[config.mk]
export PLATFORM = sky130hd
export DESIGN_NAME = control_event_detector_top
export DESIGN_NICKNAME = d
export VERILOG_FILES = /design/src/rtl/core/ced_pkg.sv /design/src/rtl/core/ced_front.sv /design/src/rtl/core/ced_queue.sv /design/src/rtl/core/ced_back.sv /design/src/rtl/core/control_event_detector_top.sv
export SDC_FILE = /design/constraint.sdc
export NUM_CORES = 1
export LEC_CHECK = 0
export ABC_CLOCK_PERIOD_IN_PS = 15700
export BUFFER_PORTS_ARGS = -buffer_cell sky130_fd_sc_hd__buf_2
export CAP_MARGIN = 0
export CORE_MARGIN = 3
export CORE_UTILIZATION = 60
export CTS_BUF_LIST = sky130_fd_sc_hd__clkbuf_16
export DETAILED_ROUTE_END_ITERATION = 10
export HOLD_SLACK_MARGIN = 0.03
export PLACE_DENSITY = 0.77
export SETUP_SLACK_MARGIN = 0.1
export SLEW_MARGIN = 20
export SYNTH_ARGS = -nofsm -noshare
export SYNTH_HDL_FRONTEND = slang
export SYNTH_SLANG_ARGS = --single-unit
[constraint.sdc]
create_clock -name i_clk -period 15.7 [get_ports i_clk]
set_input_delay 0.785 -clock i_clk [delete_from_list [all_inputs] [get_ports i_clk]]
set_output_delay 0.785 -clock i_clk [all_outputs]
set_load 0.05 [all_outputs]
[src/rtl/core/ced_pkg.sv]
// Shared types and constants of the control event detector.
`default_nettype none

package ced_pkg;

    // Fixed point levels, full scale is 16384
    localparam int STEER_W = 16;
    localparam int PEDAL_W = 15;
    localparam int BITS_W  = 8;
    localparam int TICK_W  = 64;
    localparam int IDX_W   = 16;
    localparam int NUM_W   = 16;
    localparam int KINDS   = 7;

    localparam logic signed [STEER_W-1:0] STEER_MAX   = 16'sd16384;
    localparam logic signed [STEER_W-1:0] STEER_MIN   = -16'sd16384;
    localparam logic signed [STEER_W-1:0] STEER_POS   = 16'sd3277;
    localparam logic signed [STEER_W-1:0] STEER_NEG   = -16'sd3277;
    localparam logic        [PEDAL_W-1:0] PEDAL_MAX   = 15'd16384;
    localparam logic        [PEDAL_W-1:0] PEDAL_HALF  = 15'd8192;

    // Configuration register indexes
    localparam logic [7:0] CFG_FIRST_TICK = 8'd0;
    localparam logic [7:0] CFG_CAPACITY   = 8'd1;
    localparam logic [7:0] CFG_UP_MASK    = 8'd2;
    localparam logic [7:0] CFG_DOWN_MASK  = 8'd3;
    localparam logic [7:0] CFG_RESET_MASK = 8'd4;

    // Event kinds, also the bit positions in the fired mask
    typedef enum logic [2:0] {
        KIND_THROTTLE  = 3'd0,
        KIND_BRAKE     = 3'd1,
        KIND_HANDBRAKE = 3'd2,
        KIND_SHIFT_UP  = 3'd3,
        KIND_SHIFT_DN  = 3'd4,
        KIND_RESET     = 3'd5,
        KIND_STEER     = 3'd6
    } t_kind;

    // One classified frame, handed from the front to the back
    typedef struct packed {
        logic        [TICK_W-1:0]  tick;
        logic        [IDX_W-1:0]   index;
        logic        [KINDS-1:0]   fire;
        logic        [PEDAL_W-1:0] throttle;
        logic        [PEDAL_W-1:0] brake;
        logic        [PEDAL_W-1:0] handbrake;
        logic signed [STEER_W-1:0] steer;
        logic        [NUM_W-1:0]   evnum;
    } t_frame_rec;

    // One event as it leaves the block
    typedef struct packed {
        logic        [TICK_W-1:0]  tick;
        logic        [IDX_W-1:0]   index;
        t_kind                     kind;
        logic signed [STEER_W-1:0] value;
        logic        [NUM_W-1:0]   number;
        logic                      last;
    } t_event;

endpackage

`default_nettype wire

[src/rtl/core/ced_front.sv]
// Front end: configuration registers, frame classification and sequence state.
`default_nettype none

module ced_front #(
    parameter int MAX_FRAMES = 65536
) (
    input  wire logic                  i_clk,
    input  wire logic                  i_rst_n,
    // Configuration write channel
    input  wire logic                  i_cfg_valid,
    input  wire logic [7:0]            i_cfg_index,
    input  wire logic [63:0]           i_cfg_data,
    // Frame request
    input  wire logic                  i_valid,
    output logic                       o_ready,
    input  wire logic [71:0]           i_data,
    input  wire logic                  i_last,
    // Queue side
    input  wire logic                  i_q_full,
    output logic                       o_push,
    output ced_pkg::t_frame_rec        o_rec
);
    import ced_pkg::*;

    localparam int CNT_W = (MAX_FRAMES > 2) ? $clog2(MAX_FRAMES) : 1;

    logic [TICK_W-1:0]          r_first_tick;
    logic [NUM_W-1:0]           r_capacity;
    logic [BITS_W-1:0]          r_up_mask, r_down_mask, r_reset_mask;

    logic signed [STEER_W-1:0]  r_prev_steer, n_prev_steer;
    logic [PEDAL_W-1:0]         r_prev_thr, n_prev_thr;
    logic [PEDAL_W-1:0]         r_prev_brk, n_prev_brk;
    logic [PEDAL_W-1:0]         r_prev_hbk, n_prev_hbk;
    logic [CNT_W-1:0]           r_frame_cnt, n_frame_cnt;
    logic [NUM_W-1:0]           r_written, n_written;

    logic signed [STEER_W-1:0]  w_steer_raw, w_steer;
    logic [PEDAL_W-1:0]         w_thr, w_brk, w_hbk;
    logic [BITS_W-1:0]          w_bits;
    logic [KINDS-1:0]           w_fired, w_emit;
    logic [NUM_W:0]             w_room;
    logic [2:0]                 w_allow, w_count;
    logic                       w_accept;

    // Clamp a raw pedal reading to full scale
    function automatic logic [PEDAL_W-1:0] clamp_pedal(input logic [PEDAL_W-1:0] raw);
        clamp_pedal = (raw > PEDAL_MAX) ? PEDAL_MAX : raw;
    endfunction

    // Field extraction and clamping
    always_comb begin
        w_steer_raw = signed'(i_data[15:0]);
        if (w_steer_raw > STEER_MAX) begin
            w_steer = STEER_MAX;
        end else if (w_steer_raw < STEER_MIN) begin
            w_steer = STEER_MIN;
        end else begin
            w_steer = w_steer_raw;
        end
        w_thr  = clamp_pedal(i_data[30:16]);
        w_brk  = clamp_pedal(i_data[45:31]);
        w_hbk  = clamp_pedal(i_data[60:46]);
        w_bits = i_data[68:61];
    end

    // Event detection in the fixed kind order
    always_comb begin
        w_fired = '0;
        w_fired[KIND_THROTTLE]  = (r_prev_thr < PEDAL_HALF) != (w_thr < PEDAL_HALF);
        w_fired[KIND_BRAKE]     = (r_prev_brk < PEDAL_HALF) != (w_brk < PEDAL_HALF);
        w_fired[KIND_HANDBRAKE] = (r_prev_hbk < PEDAL_HALF) != (w_hbk < PEDAL_HALF);
        w_fired[KIND_SHIFT_UP]  = |(w_bits & r_up_mask);
        w_fired[KIND_SHIFT_DN]  = |(w_bits & r_down_mask);
        w_fired[KIND_RESET]     = |(w_bits & r_reset_mask);
        w_fired[KIND_STEER]     = ((r_prev_steer >= STEER_POS) && (w_steer <= STEER_NEG)) ||
                                  ((r_prev_steer <= STEER_NEG) && (w_steer >= STEER_POS));
    end

    // Capacity limit: keep only the first fired events that still fit
    always_comb begin
        if (r_written >= r_capacity) begin
            w_room = '0;
        end else begin
            w_room = {1'b0, r_capacity} - {1'b0, r_written};
        end
        w_allow = (w_room >= (NUM_W+1)'(KINDS)) ? 3'(KINDS) : w_room[2:0];
        w_emit  = '0;
        w_count = '0;
        for (int k = 0; k < KINDS; k++) begin
            if (w_fired[k] && (w_count < w_allow)) begin
                w_emit[k] = 1'b1;
                w_count   = w_count + 3'd1;
            end
        end
    end

    assign o_ready  = !i_q_full;
    assign w_accept = i_valid && o_ready;
    assign o_push   = w_accept && (|w_emit);

    // Record for the back end
    always_comb begin
        o_rec.tick      = r_first_tick + TICK_W'(r_frame_cnt);
        o_rec.index     = IDX_W'(r_frame_cnt);
        o_rec.fire      = w_emit;
        o_rec.throttle  = w_thr;
        o_rec.brake     = w_brk;
        o_rec.handbrake = w_hbk;
        o_rec.steer     = w_steer;
        o_rec.evnum     = r_written;
    end

    // Next sequence state; a last frame clears it
    always_comb begin
        n_prev_steer = r_prev_steer;
        n_prev_thr   = r_prev_thr;
        n_prev_brk   = r_prev_brk;
        n_prev_hbk   = r_prev_hbk;
        n_frame_cnt  = r_frame_cnt;
        n_written    = r_written;
        if (w_accept) begin
            if (i_last) begin
                n_prev_steer = '0;
                n_prev_thr   = '0;
                n_prev_brk   = '0;
                n_prev_hbk   = '0;
                n_frame_cnt  = '0;
                n_written    = '0;
            end else begin
                n_prev_steer = w_steer;
                n_prev_thr   = w_thr;
                n_prev_brk   = w_brk;
                n_prev_hbk   = w_hbk;
                n_frame_cnt  = (r_frame_cnt == CNT_W'(MAX_FRAMES - 1)) ? '0
                                                                     : r_frame_cnt + 1'b1;
                n_written    = r_written + NUM_W'(w_count);
            end
        end
    end

    // Sequence state registers
    always_ff @(posedge i_clk) begin
        if (!i_rst_n) begin
            r_prev_steer <= '0;
            r_prev_thr   <= '0;
            r_prev_brk   <= '0;
            r_prev_hbk   <= '0;
            r_frame_cnt  <= '0;
            r_written    <= '0;
        end else begin
            r_prev_steer <= n_prev_steer;
            r_prev_thr   <= n_prev_thr;
            r_prev_brk   <= n_prev_brk;
            r_prev_hbk   <= n_prev_hbk;
            r_frame_cnt  <= n_frame_cnt;
            r_written    <= n_written;
        end
    end

    // Configuration registers
    always_ff @(posedge i_clk) begin
        if (!i_rst_n) begin
            r_first_tick <= '0;
            r_capacity   <= 16'd65535;
            r_up_mask    <= 8'd1;
            r_down_mask  <= 8'd2;
            r_reset_mask <= 8'd4;
        end else if (i_cfg_valid) begin
            case (i_cfg_index)
                CFG_FIRST_TICK: r_first_tick <= i_cfg_data;
                CFG_CAPACITY:   r_capacity   <= i_cfg_data[NUM_W-1:0];
                CFG_UP_MASK:    r_up_mask    <= i_cfg_data[BITS_W-1:0];
                CFG_DOWN_MASK:  r_down_mask  <= i_cfg_data[BITS_W-1:0];
                CFG_RESET_MASK: r_reset_mask <= i_cfg_data[BITS_W-1:0];
                default: ;
            endcase
        end
    end

endmodule

`default_nettype wire

[src/rtl/core/ced_queue.sv]
// Short queue of classified frames between the front and the back end.
`default_nettype none

module ced_queue #(
    parameter int DEPTH = 4
) (
    input  wire logic                  i_clk,
    input  wire logic                  i_rst_n,
    input  wire logic                  i_push,
    input  wire ced_pkg::t_frame_rec   i_rec,
    output logic                       o_full,
    input  wire logic                  i_pop,
    output logic                       o_valid,
    output ced_pkg::t_frame_rec        o_rec
);
    import ced_pkg::*;

    localparam int PTR_W = $clog2(DEPTH);
    localparam int CNT_W = $clog2(DEPTH + 1);

    t_frame_rec         r_mem [DEPTH];
    logic [PTR_W-1:0]   r_wr_ptr, n_wr_ptr;
    logic [PTR_W-1:0]   r_rd_ptr, n_rd_ptr;
    logic [CNT_W-1:0]   r_count, n_count;
    logic               w_push, w_pop;

    assign o_full  = (r_count == CNT_W'(DEPTH));
    assign o_valid = (r_count != '0);
    assign o_rec   = r_mem[r_rd_ptr];
    assign w_push  = i_push && !o_full;
    assign w_pop   = i_pop && o_valid;

    // Pointer and fill level update
    always_comb begin
        n_wr_ptr = r_wr_ptr;
        n_rd_ptr = r_rd_ptr;
        n_count  = r_count;
        if (w_push) begin
            n_wr_ptr = (r_wr_ptr == PTR_W'(DEPTH - 1)) ? '0 : r_wr_ptr + 1'b1;
        end
        if (w_pop) begin
            n_rd_ptr = (r_rd_ptr == PTR_W'(DEPTH - 1)) ? '0 : r_rd_ptr + 1'b1;
        end
        if (w_push && !w_pop) begin
            n_count = r_count + 1'b1;
        end else if (w_pop && !w_push) begin
            n_count = r_count - 1'b1;
        end
    end

    always_ff @(posedge i_clk) begin
        if (!i_rst_n) begin
            r_wr_ptr <= '0;
            r_rd_ptr <= '0;
            r_count  <= '0;
        end else begin
            r_wr_ptr <= n_wr_ptr;
            r_rd_ptr <= n_rd_ptr;
            r_count  <= n_count;
        end
    end

    // Storage, no reset needed
    always_ff @(posedge i_clk) begin
        if (w_push) begin
            r_mem[r_wr_ptr] <= i_rec;
        end
    end

endmodule

`default_nettype wire

[src/rtl/core/ced_back.sv]
// Back end: serialises the events of each frame into the output register.
`default_nettype none

module ced_back (
    input  wire logic                  i_clk,
    input  wire logic                  i_rst_n,
    // Queue side
    input  wire logic                  i_q_valid,
    input  wire ced_pkg::t_frame_rec   i_q_rec,
    output logic                       o_pop,
    // Event request
    output logic                       o_valid,
    input  wire logic                  i_ready,
    output ced_pkg::t_event            o_event
);
    import ced_pkg::*;

    logic               r_busy, n_busy;
    t_frame_rec         r_rec, n_rec;
    logic [KINDS-1:0]   r_mask, n_mask;
    logic [NUM_W-1:0]   r_num, n_num;
    logic               r_out_valid, n_out_valid;
    t_event             r_out, n_out;

    logic               w_advance, w_emit, w_final;
    logic [KINDS-1:0]   w_onehot, w_rest;
    t_kind              w_kind;
    logic signed [STEER_W-1:0] w_value;

    // Lowest pending kind
    always_comb begin
        w_onehot = r_mask & (~r_mask + 1'b1);
        w_rest   = r_mask & ~w_onehot;
        w_kind   = KIND_THROTTLE;
        for (int k = KINDS - 1; k >= 0; k--) begin
            if (w_onehot[k]) begin
                w_kind = t_kind'(k);
            end
        end
    end

    // Value carried by the selected kind
    always_comb begin
        case (w_kind)
            KIND_THROTTLE:  w_value = signed'({1'b0, r_rec.throttle});
            KIND_BRAKE:     w_value = signed'({1'b0, r_rec.brake});
            KIND_HANDBRAKE: w_value = signed'({1'b0, r_rec.handbrake});
            KIND_STEER:     w_value = r_rec.steer;
            default:        w_value = '0;
        endcase
    end

    assign w_advance = !r_out_valid || i_ready;
    assign w_emit    = r_busy && w_advance;
    assign w_final   = (w_rest == '0);
    assign o_pop     = i_q_valid && (!r_busy || (w_emit && w_final));

    // Working frame register
    always_comb begin
        n_busy = r_busy;
        n_rec  = r_rec;
        n_mask = r_mask;
        n_num  = r_num;
        if (o_pop) begin
            n_busy = 1'b1;
            n_rec  = i_q_rec;
            n_mask = i_q_rec.fire;
            n_num  = i_q_rec.evnum;
        end else if (w_emit && w_final) begin
            n_busy = 1'b0;
        end else if (w_emit) begin
            n_mask = w_rest;
            n_num  = r_num + 1'b1;
        end
    end

    // Output register
    always_comb begin
        n_out_valid = r_out_valid;
        n_out       = r_out;
        if (w_emit) begin
            n_out_valid  = 1'b1;
            n_out.tick   = r_rec.tick;
            n_out.index  = r_rec.index;
            n_out.kind   = w_kind;
            n_out.value  = w_value;
            n_out.number = r_num + 1'b1;
            n_out.last   = w_final;
        end else if (i_ready) begin
            n_out_valid = 1'b0;
        end
    end

    always_ff @(posedge i_clk) begin
        if (!i_rst_n) begin
            r_busy      <= 1'b0;
            r_out_valid <= 1'b0;
        end else begin
            r_busy      <= n_busy;
            r_out_valid <= n_out_valid;
        end
    end

    always_ff @(posedge i_clk) begin
        r_rec  <= n_rec;
        r_mask <= n_mask;
        r_num  <= n_num;
        r_out  <= n_out;
    end

    assign o_valid = r_out_valid;
    assign o_event = r_out;

endmodule

`default_nettype wire

[src/rtl/core/control_event_detector_top.sv]
// Top level of the control event detector.
`default_nettype none

// The detector takes one control frame per request and emits its events, in kind order,
// one per cycle while the output is ready. The front end classifies a frame in the cycle
// it is accepted and takes a new frame every cycle while its four-entry frame queue has
// room; frames without events never enter the queue. The back end serialises the events
// of one frame at a time, so a frame with n events, one to seven, occupies it until all
// n are emitted; that serial emitter sets the sustained rate. An event passes through the
// frame queue, the working frame register and the output register on its way out.
// Configuration writes are always ready and take effect from the next frame.
module control_event_detector_top #(
    parameter int MAX_FRAMES  = 65536,
    parameter int QUEUE_DEPTH = 4
) (
    input  wire logic         i_clk,
    input  wire logic         i_rst_n,
    // Configuration write channel
    input  wire logic         i_cfg_valid,
    output logic              o_cfg_ready,
    input  wire logic [7:0]   i_cfg_index,
    input  wire logic [63:0]  i_cfg_data,
    // Frame input
    input  wire logic         i_s_tvalid,
    output logic              o_s_tready,
    // tdata: steer[15:0], throttle[30:16], brake[45:31], handbrake[60:46],
    //        oneshot_bits[68:61], zero fill[71:69]
    input  wire logic [71:0]  i_s_tdata,
    input  wire logic         i_s_tlast,   // last_frame
    // Event output
    output logic              o_m_tvalid,
    input  wire logic         i_m_tready,
    // tdata: event_tick[63:0], frame_index[79:64], event_kind[82:80],
    //        event_value[98:83], event_number[114:99], zero fill[119:115]
    output logic [119:0]      o_m_tdata,
    output logic              o_m_tlast    // last_of_run
);
    import ced_pkg::*;

    logic        w_push, w_q_full, w_pop, w_q_valid;
    t_frame_rec  w_front_rec, w_queue_rec;
    t_event      w_event;

    assign o_cfg_ready = 1'b1;

    ced_front #(
        .MAX_FRAMES (MAX_FRAMES)
    ) u_front (
        .i_clk       (i_clk),
        .i_rst_n     (i_rst_n),
        .i_cfg_valid (i_cfg_valid),
        .i_cfg_index (i_cfg_index),
        .i_cfg_data  (i_cfg_data),
        .i_valid     (i_s_tvalid),
        .o_ready     (o_s_tready),
        .i_data      (i_s_tdata),
        .i_last      (i_s_tlast),
        .i_q_full    (w_q_full),
        .o_push      (w_push),
        .o_rec       (w_front_rec)
    );

    ced_queue #(
        .DEPTH (QUEUE_DEPTH)
    ) u_queue (
        .i_clk   (i_clk),
        .i_rst_n (i_rst_n),
        .i_push  (w_push),
        .i_rec   (w_front_rec),
        .o_full  (w_q_full),
        .i_pop   (w_pop),
        .o_valid (w_q_valid),
        .o_rec   (w_queue_rec)
    );

    ced_back u_back (
        .i_clk     (i_clk),
        .i_rst_n   (i_rst_n),
        .i_q_valid (w_q_valid),
        .i_q_rec   (w_queue_rec),
        .o_pop     (w_pop),
        .o_valid   (o_m_tvalid),
        .i_ready   (i_m_tready),
        .o_event   (w_event)
    );

    // Output packing
    assign o_m_tdata = {5'd0, w_event.number, w_event.value, w_event.kind,
                        w_event.index, w_event.tick};
    assign o_m_tlast = w_event.last;

    // A frame is queued only when the queue has room
    a_push_room: assert property (@(posedge i_clk) disable iff (!i_rst_n)
        w_push |-> !w_q_full)
        else $error("frame queued while queue full");

    // The back end only takes a frame that the queue holds
    a_pop_valid: assert property (@(posedge i_clk) disable iff (!i_rst_n)
        w_pop |-> w_q_valid)
        else $error("frame taken from empty queue");

    // A delivered event never carries an unused kind code or a zero event number
    a_event_sane: assert property (@(posedge i_clk) disable iff (!i_rst_n)
        o_m_tvalid |-> (o_m_tdata[82:80] != 3'd7) && (o_m_tdata[114:99] != 16'd0))
        else $error("malformed event");

endmodule

`default_nettype wire
Yosys cells after proc, flatten, opt, wreduce, memory -nomap -nowiden
Memory sizes are Yosys's and may differ from the RTL's. A register that Yosys moved wholly into a read port is not among the register bits.
Index checks and enable logic that the tools add are counted.
{"block": "word_totals", "word_cells": 191, "mem_count": 1, "register_bits": 486, "mem_bits_rw": 656}
{"block": "classes", "reduce_logical": 44, "addsub": 16, "eq_ne": 15, "magnitude_cmp": 24, "n_bitwise": 7, "muxes": 54}
{"name": "u_queue.r_mem", "depth": 4, "width": 164, "read_ports": 1, "rd_ports_with_merged_regs": 1, "write_ports": 1, "line_no": "ced_queue.sv:21", "text": "t_frame_rec r_mem [DEPTH];"}
{"op": "two-way mux 16 bit", "n": 9}
{"op": "less-than comparator 15 x 14 -> 1 bit, second input constant", "n": 6}
{"op": "two-way mux 15 bit", "n": 6}
{"op": "adder 64 x 16 -> 64 bit", "n": 1}
{"op": "case mux 16 bit (4 select lines)", "n": 1}
{"op": "two-way mux 3 bit", "n": 16}
{"op": "> comparator 15 bit, second input constant", "n": 3}
{"op": "adder 16 x 1 -> 16 bit, second input constant", "n": 2}
{"op": ">= comparator 16 x 13 -> 1 bit, second input constant", "n": 2}
{"op": "less-or-equal comparator 16 x 13 -> 1 bit, second input constant", "n": 2}
{"op": "AND 8 bit", "n": 3}
{"op": "OR reduction 8 bit", "n": 3}
{"op": "two-way mux 7 bit", "n": 3}
{"op": "adder 3 x 1 -> 3 bit, second input constant", "n": 6}
{"op": "logical AND 1 bit", "n": 18}
{"op": ">= comparator 17 x 3 -> 1 bit, second input constant", "n": 1}
{"op": "two-way mux 17 bit", "n": 1}
{"op": "subtractor 16 x 16 -> 17 bit", "n": 1}
{"op": "adder 16 x 3 -> 16 bit", "n": 1}
{"op": "== test 16 bit, second input constant", "n": 1}
{"op": "== test 8 x 2 -> 1 bit, second input constant", "n": 2}
{"op": ">= comparator 16 bit", "n": 1}
{"op": "> comparator 16 bit, second input constant", "n": 1}
{"op": "less-than comparator 16 x 15 -> 1 bit, second input constant", "n": 1}
{"op": "other kinds (28)", "n": 69}

Logic depth before layout (Yosys ltp)
Gate-level depths: netlist of the first run.
{"block": "depth", "ltp_word": 32, "mapped_depth": 58, "depth_no_buf": 56}

Cells and area by module
A second synthesis of the first run with hierarchy kept.
{"block": "unflattened", "hier_cells": 2721, "hier_area_um2": 44432.6}
{"module": "ced_queue", "cells_each": 907, "area_each_um2": 24128.1, "instances": 1}
{"module": "ced_front", "cells_each": 1357, "area_each_um2": 10577.6, "instances": 1}
{"module": "ced_back", "cells_each": 449, "area_each_um2": 9674.3, "instances": 1}
{"module": "control_event_detector_top", "cells_each": 8, "area_each_um2": 52.6, "instances": 1}

Worst setup path before layout of the first run
OpenSTA, ideal clock, no wires.
{"block": "synth_timing", "path_kind": "register to register", "from": "register u_front.r_written[0]", "to": "memory u_queue.r_mem[0][0] (netlist bit), enable pin", "setup_time_ns": 0.544, "synth_period_minus_slack_ns": 14.482, "stages_incl_launch_ff": 47, "arrival_time_ns": 13.938, "path_slack_ns": 1.218, "cell_sequence": "dfxtp_1 -> ha_1 -> fa_1 -> xor2_1 -> o32ai_1 -> a211o_1 -> or4_1 -> or4_1 -> or4_1 -> buf_6 -> o31ai_4 -> nand2b_1 -> a21o_1 -> inv_1 -> ha_1 -> ha_1 -> o21ai_0 -> o31ai_1 -> [... 11 more ...] -> a21oi_1 -> and2_1 -> clkbuf_1 -> nand2_1 -> o31ai_1 -> xnor2_1 -> inv_1 -> ha_1 -> a221o_1 -> a311o_1 -> inv_2 -> nand2_1 -> xor2_1 -> ha_1 -> a221oi_1 -> o31ai_4 -> a21oi_4 -> and2_1"}
{"item": "start: declaration", "line_no": "ced_front.sv:36", "text": "logic [NUM_W-1:0] r_written, n_written;"}
{"item": "start signal: assignment", "line_no": "ced_front.sv:157", "text": "r_written <= n_written;"}
{"item": "end: declaration", "line_no": "ced_queue.sv:21"}

Final worst setup path of the first run
{"block": "layout_timing", "from": "register u_front.r_written[9]", "to": "register u_front.r_written[14]"}
{"block": "layout_via", "elab_chain_len": 27, "word_cells_on_any_way": 34, "cone_classes": "add/sub (8); order compare (9); mux (10); reduce/logical (7)"}
{"item": "subtractor 16 x 16 -> 17 bit or >= comparator 16 bit (tied branches)", "line_no": "ced_front.sv:85, ced_front.sv:82"}
{"item": "two-way mux 17 bit", "line_no": "ced_front.sv:82", "text": "if (r_written >= r_capacity) begin"}
{"item": ">= comparator 17 x 3 -> 1 bit", "line_no": "ced_front.sv:87", "text": "w_allow = (w_room >= (NUM_W+1)'(KINDS)) ? 3'(KINDS) : w_room[2:0];"}
{"item": "two-way mux 3 bit", "line_no": "ced_front.sv:87"}
{"item": "less-than comparator 1 x 3 -> 1 bit", "line_no": "ced_front.sv:91", "text": "if (w_fired[k] && (w_count < w_allow)) begin"}
{"item": "logical AND 1 bit", "line_no": "ced_front.sv:91"}
{"item": "two-way mux 1 bit", "line_no": "ced_front.sv:91"}
{"item": "less-than comparator 1 x 3 -> 1 bit", "line_no": "ced_front.sv:91"}
{"item": "[... 11 more ...]"}
{"item": "less-than comparator 3 bit", "line_no": "ced_front.sv:91"}
{"item": "logical AND 1 bit", "line_no": "ced_front.sv:91"}
{"item": "two-way mux 3 bit", "line_no": "ced_front.sv:91"}
{"item": "less-than comparator 3 bit", "line_no": "ced_front.sv:91"}
{"item": "logical AND 1 bit", "line_no": "ced_front.sv:91"}
{"item": "two-way mux 3 bit", "line_no": "ced_front.sv:91"}
{"item": "adder 16 x 3 -> 16 bit (*)", "line_no": "ced_front.sv:137", "text": "n_written = r_written + NUM_W'(w_count);"}
{"item": "two-way mux 16 bit (*)", "line_no": "ced_front.sv:123", "text": "if (i_last) begin"}
Mark *: on every way between the ends. The rest lies on a longest branch, timed or not.
A chain may end at the register's enable or synchronous reset.

==> results of run 1 <==
## sequential cells by signal, summed over array words and instances (netlist names), named ones only
name,flops
u_queue.r_mem,656
u_back.r_rec,141
u_back.o_event,116
u_front.r_first_tick,64
u_back.r_num,16
u_front.r_capacity,16
u_front.r_frame_cnt,16
u_front.r_prev_steer,16
u_front.r_written,16
u_front.r_down_mask,8
u_front.r_reset_mask,8
u_front.r_up_mask,8
u_back.r_mask,7
u_queue.r_count,3
u_front.r_prev_brk,2
u_front.r_prev_hbk,2
u_front.r_prev_thr,2
u_queue.r_rd_ptr,2
u_queue.r_wr_ptr,2
u_back.o_valid,1
u_back.r_busy,1
## area by class of cell
type                       instances  area [um^2]  area share, %
sequential                      1105        31500           62.7
tap                              950         1190           2.37
inverter                          61          239          0.476
clock inverter                    95          923           1.84
timing repair buffer             292         1630           3.25
clock buffer                     109         2730           5.43
multi-input combinational       1480        12000           24.0
## layer usage
layer | vias up | share of wire (%) | GRT usage [%]
li1 | 11100 | - | -
met1 | 12600 | 41 | 34.2
met2 | 954 | 50 | 41.9
met3 | 163 | 6.6 | 4.09
met4 | 0 | 2.7 | 7.49
met5 | - | 0 | 0
## cell usage in the layout, fill, tap and decap left out, drive strengths merged, types with 15 or more instances in the layout
master  netlist  layout
buf          30     292
mux2i        35      35
nor4         24      24
inv          60      90
dfxtp       169     169
nor2        126     126
a21oi        58      58
nand4        30      30
nand2       298     298
bufinv        0      16
xor2         36      36
xnor2        72      72
nand3        54      54
ha           57      57
and2         35      35
o21ai        35      35
edfxtp      936     936
mux4        164     164
a22oi        36      36
clkbuf       93     109
nor2b       104     104
a21boi       78      78
clkinv        1      45
a21o         15      15
a221o        16      16
nor3         33      33
## cells by family (layout without fill, tap and decap cells)
logic type / after synthesis / count (layout) / synth area share, %
AOI/OAI and AO/OA: 314 / 314 / 5.14
xor gates and xnor gates: 108 / 108 / 2.14
adders and majority gates: 63 / 63 / 1.84
buffers and inverters: 184 / 557 / 1.65
DFF: 1105 / 1105 / 71.3
muxes: 204 / 204 / 9.30
other: 2 / 6 / 0.0170
and+or+nand+nor: 785 / 785 / 8.65
## power by group through the flow
stage	combinational, mW	sequential, mW	clock, mW
floorplan	1.00	4.61	0
global placement	1.86	4.24	0
detailed placement	1.90	4.27	0
CTS	1.91	4.22	2.64
global route	2.04	4.25	2.77
finish	1.91	4.20	2.60
## cell usage after synthesis, types with 36 or more instances
library cell,n
nor2b_1,104
edfxtp_1,936
nor2_1,126
a22oi_1,36
nand2_1,298
a21boi_0,78
ha_1,57
nand3_1,53
clkbuf_1,93
xor2_1,36
dfxtp_1,169
xnor2_1,72
a21oi_1,57
inv_1,58
mux4_2,164
## path summary, 6_finish.rpt
path / from / endpoint / depth (start not counted)
worst max-delay path: u_front.r_written[9] / u_front.r_written[14] / 50
worst min-delay path: i_cfg_data[51] / u_front.r_first_tick[51] / 3
worst max register to register: u_front.r_written[9] / u_front.r_written[14] / 50
worst min register to register: u_back.r_rec[90] / u_back.o_event[42] / 0
## worst min-delay path, cell delays in order
cell,delay [ns]
buf_2,0.10
nand2_1,0.04
a21boi_0,0.06
## per-stage QoR
step / cell area [um^2] / hold slack [ns] / power [mW] / utilization, %
after floorplan: 44200 / 0.400 / 5.61 / -
after global placement: 46500 / 0.402 / 6.10 / 64.4
after detailed placement: 46500 / 0.405 / 6.17 / 64.4
after CTS: 50200 / 0.347 / 8.77 / 69.5
after global routing: 50200 / 0.368 / 9.05 / 69.6
final: 50200 / 0.382 / 8.71 / 69.6
==> out/qor.csv, run 1 <==
metric;value;unit
Critical Path RT;16.27;ns
GP Congestion;0.874;
vias per inst;6.08;
ANT cells;0;
post-synthesis cell count;2765;
Syn. warnings;0;
Crit path top cell by count;ha_1;
Seq/Total Area, Yosys;71.3;%
net count reported at finish;3258;
Die Area;76900;um^2
P_sw;2.62;mW
Tcrit/Tclk final;87.4;%
CTS tree;yes;
antenna violations before repair;1;
All-Layer GR Usage;25.0;%
Worst EP arrival;14.29;ns
switching share of power;30.1;%
layout cells sized above 1;20.9;%
Slew @ Worst Pin;1.04;ns
remaining antenna violation count after routing;0;
RSZ-0062 raised after global routing;no;
PostCTS Resize Cnt;0;
maximum clock rate;72.9;MHz
wirelength, routed;96300;um
non-filler cells, final;4092;
crit path buf inv count;5;
skew final;0.0442;ns
dpl hpwl;59500;um
Starting Density;61.2;%
wire length per cell;23.5;um
via count;24900;
CP max stage delay;0.73;ns
Placeable Area;72200;um^2
Clk Latency, worst-skew pair;0.67;ns
I/O Buffers;264;
Post-synth ARST share;0;%
Hold Buf Count CTS;0;
HP Class;primary input to flip-flop;
1st-iter DRT viols;2399;
Startpoint Class;flip-flop;
io pins;274;
Die Ht;277;um
Main synth FF type;edfxtp_1;
Yosys reg bits;1105;
CP endpoint kind;flip-flop;
r2r setup slk;1.98;ns
PwrDens;173;nW/um^2
Num CTS Buffers;107;
# setup viols final;0;
clock sink total;1105;
Internal;6.09;mW
Post-Syn Area;44200;um^2
largest net degree at the start of global routing;121;
Layout Area Growth over Synthesis;13.7;%
Max clock buf depth;3;
Die Wd;277;um
Leak Pwr;17.3;nW
Post-CTS Setup Bufs;0;
Synth top area share;63.6;%
crit path kind;flip-flop to flip-flop;
syn avg cell area;16.0;um^2
synth top area cells;edfxtp_1 64%, mux4_2 8.4%, dfxtp_1 7.7%;
VDD IR-drop max;0.164;mV
max cap viols;0;
Worst-path clk slew;0.06;ns
power share of the clock group;29.9;%
Logic pwr share;21.9;%
# fillers;4485;
Slew Limit Fails;0;
First-pass DRT Iterations;5;
# DRC;0;
synth unique cells;77;
htree depth;3;
FP Rows;98;
max_slew headroom;30.6;%
crit-path max FO;12;
vias in the first global route;25700;
part of the power in registers;48.3;%
total congestion overflow;0;
Synth area leader;edfxtp_1;
setup_tns;0;ns
final worst setup slack;1.98;ns
root buffer cell;clkbuf_16;
min Tclk post-route;13.72;ns
count of placed standard cells including taps;3886;
number of synthesized flops with an enable pin;936;
Slowest-stage cell, CP;or4_1;
dpl ws;2.12;ns
first-pass GRT wire length;149000;um
cell family with most CP delay;compound AO/OA/AOI/OAI gates;
final hold violation count;0;
status;completed;
Note: power is estimated with default switching activity, not from simulation.
==> run 2, diff against run 1 <==
--- a/config.mk
+++ b/config.mk
@@ -8,7 +8,6 @@
 export ABC_CLOCK_PERIOD_IN_PS = 15700
 export BUFFER_PORTS_ARGS = -buffer_cell sky130_fd_sc_hd__buf_2
 export CAP_MARGIN = 0
-export CORE_MARGIN = 3
 export CORE_UTILIZATION = 60
 export CTS_BUF_LIST = sky130_fd_sc_hd__clkbuf_16
 export DETAILED_ROUTE_END_ITERATION = 10
==> run 2 against run 1 <==
Compared with the run above: power shrank 0.98%; critical path type unchanged; clock power is 3% lower; first-iteration DRC count rose by 12%.
==> out/qor.csv, run 2 (same netlist as run 1, synthesis figures left out) <==
metric;value;unit;change
final instance area;50100;um^2;-0.35%
maximum clock rate;71.7;MHz;-1.6%
antenna violations before repair;2;;+1
htree depth;3;;unchanged
wire length per cell;23.6;um;+0.30%
status;completed;;
vias per inst;6.08;;about the same
CTS tree;yes;;
max_slew headroom;24.6;%;-6.0 points
root buffer cell;clkbuf_16;;
Leak Pwr;17.2;nW;-0.37%
switching share of power;30.4;%;+0.27 points
PwrDens;172;nW/um^2;-0.63%
remaining antenna violation count after routing;0;;unchanged
r2r startpoint;u_front.r_written[9];;
Slew @ Worst Pin;1.13;ns;+0.0894 ns
wirelength, routed;96900;um;+0.64%
commonest non-fill, non-tap cell in the layout;edfxtp_1;;
Hold Buf Count CTS;0;;unchanged
RSZ-0062 raised after global routing;no;;
DP Area;46600;um^2;about the same
CP max stage delay;0.74;ns;about the same
first-pass GRT wire length;147000;um;-0.95%
count of placed standard cells including taps;3901;;+0.39%
r2r setup slk;1.76;ns;-0.22 ns
Post-CTS Setup Bufs;0;;unchanged
Max clock buf depth;3;;unchanged
crit path kind;flip-flop to flip-flop;;
Top reg by flops;u_queue.r_mem;;
Largest register FFs;656;;unchanged
dpl hpwl;60000;um;+0.82%
via count;25000;;+0.33%
crit-path max FO;12;;unchanged
final hold violation count;0;;unchanged
Die Ht;273;um;-1.4%
FP Rows;99;;+1.0%
Die Wd;273;um;-1.4%
layout cells sized above 1;20.7;%;-0.22 points
vias in the first global route;25100;;-2.4%
Placeable Area;73000;um^2;+1.0%
most frequent cells in the layout;936 x edfxtp_1, 298 x nand2_1, 263 x buf_2;;
Layout Area Growth over Synthesis;13.3;%;
Clk Latency, worst-skew pair;0.67;ns;about the same
Startpoint Class;flip-flop;;
part of the power in registers;48.7;%;+0.4 points
Critical Path RT;16.28;ns;about the same
Worst EP arrival;14.52;ns;+0.23 ns
Slew Limit Fails;0;;unchanged
non-filler cells, final;4106;;+0.34%
min Tclk post-route;13.94;ns;+0.223 ns
Hold Path Sink;u_front.r_first_tick[56];;
Fin Hold WS;0.377;ns;-0.00435 ns
CP endpoint kind;flip-flop;;
# setup viols final;0;;unchanged
# DRC;0;;unchanged
cell family with most CP delay;compound AO/OA/AOI/OAI gates;;
Starting Density;60.6;%;-0.62 points
worst hold path depth;3;;unchanged
Worst-path clk slew;0.06;ns;about the same
skew final;0.0242;ns;-0.0200 ns
power share of the clock group;29.2;%;-0.7 points
Slowest-stage cell, CP;or4_1;;
clock sink total;1105;;unchanged
Logic pwr share;22.1;%;+0.2 points
Internal;6.01;mW;-1.4%
HP Class;primary input to flip-flop;;
net count reported at finish;3263;;+0.15%
P_sw;2.62;mW;about the same
I/O Buffers;264;;unchanged
GP Congestion;0.884;;+1.1%
Hold Crit Start;i_cfg_data[56];;
VDD IR-drop max;0.160;mV;-2.9%
crit path buf inv count;5;;unchanged
io pins;274;;unchanged
Crit path top cell by count;ha_1;;
Reg2Reg Depth;51;;+2.0%
PostCTS Resize Cnt;0;;unchanged
largest net degree at the start of global routing;94;;-22%
First-pass DRT Iterations;5;;unchanged
total congestion overflow;0;;unchanged
Die Area;74700;um^2;-2.9%
max cap viols;0;;unchanged
Tcrit/Tclk final;88.8;%;+1.4 points
All-Layer GR Usage;26.0;%;+1.0 points
1st-iter DRT viols;2681;;+12%
Num CTS Buffers;108;;+0.93%
capturing point of the worst reg2reg path;u_front.r_written[14];;
setup_tns;0;ns;unchanged
-- run 2: cell count changes in the layout (fill, tap and decap cells not counted), moves of 2 or more --
cell,previous run,this run
buf_12,6,2
buf_4,21,29
bufinv_16,16,10
clkbuf_16,109,112
clkinv_1,20,31
clkinv_8,2,0
clkinvlp_4,5,2
inv_4,2,0
inv_8,2,0
-- run 2: worst reg2reg max path: cells and delay by family, from the launching register on --
kind | cells | cell delay, ns
and+or+nand+nor | 15 | 4.30
adders and majority gates | 9 | 2.62
AOI/OAI and AO/OA | 18 | 4.70
xor gates and xnor gates | 2 | 0.53
muxes | 2 | 0.82
buffers and inverters | 5 | 0.44
DFF | 1 | 0.46
-- run 2: cell type report --
class	instances	area, um^2
flip-flops and latches	1105	31500
fillers	4658	22900
multi-input cells	1480	12000
clock buffers	112	2800
repair buffers	296	1600
well taps	959	1200
clock inverters	92	693
inverters	61	239
diodes	1	2.50
-- run 2: worst max path at each step --
stage,depth (start not counted),to,startpoint,slack (ns)
after floorplan,46,u_queue.r_mem[0][0],u_front.r_written[0],1.22
after global placement,50,u_front.r_written[14],u_front.r_written[9],2.32
after detailed placement,50,u_front.r_written[14],u_front.r_written[9],1.92
after CTS,51,u_front.r_written[14],u_front.r_written[9],1.87
after global routing,51,u_front.r_written[12],u_front.r_written[9],0.85
final,51,u_front.r_written[14],u_front.r_written[9],1.76
-- run 2: power by group through the flow --
stage | Combinational, mW | Clock (mW) | Sequential, mW
2_1_floorplan | 1.00 | 0 | 4.61
3_3_place_gp | 1.87 | 0 | 4.23
3_5_place_dp | 1.91 | 0 | 4.26
4_1_cts | 1.92 | 2.55 | 4.21
5_1_grt | 2.02 | 2.66 | 4.25
6_report | 1.90 | 2.52 | 4.20
-- run 2: metal layers --
| layer | wire length, um | track usage [%] | part of all wire [%] |
|---|---|---|---|
| met1 | 40000 | 35.5 | 41 |
| met2 | 48200 | 43.1 | 50 |
| met3 | 5610 | 3.43 | 5.8 |
| met4 | 3030 | 9.51 | 3.1 |
| met5 | 27 | 0 | 0.028 |
-- run 2: stage by stage --
step	worst slack [ns]	util (%)	power, mW
6_report	1.76	68.6	8.63
5_1_grt	0.852	68.6	8.93
4_1_cts	1.87	68.6	8.68
3_5_place_dp	1.92	63.8	6.16
3_3_place_gp	2.32	63.8	6.09
2_1_floorplan	1.22	-	5.61
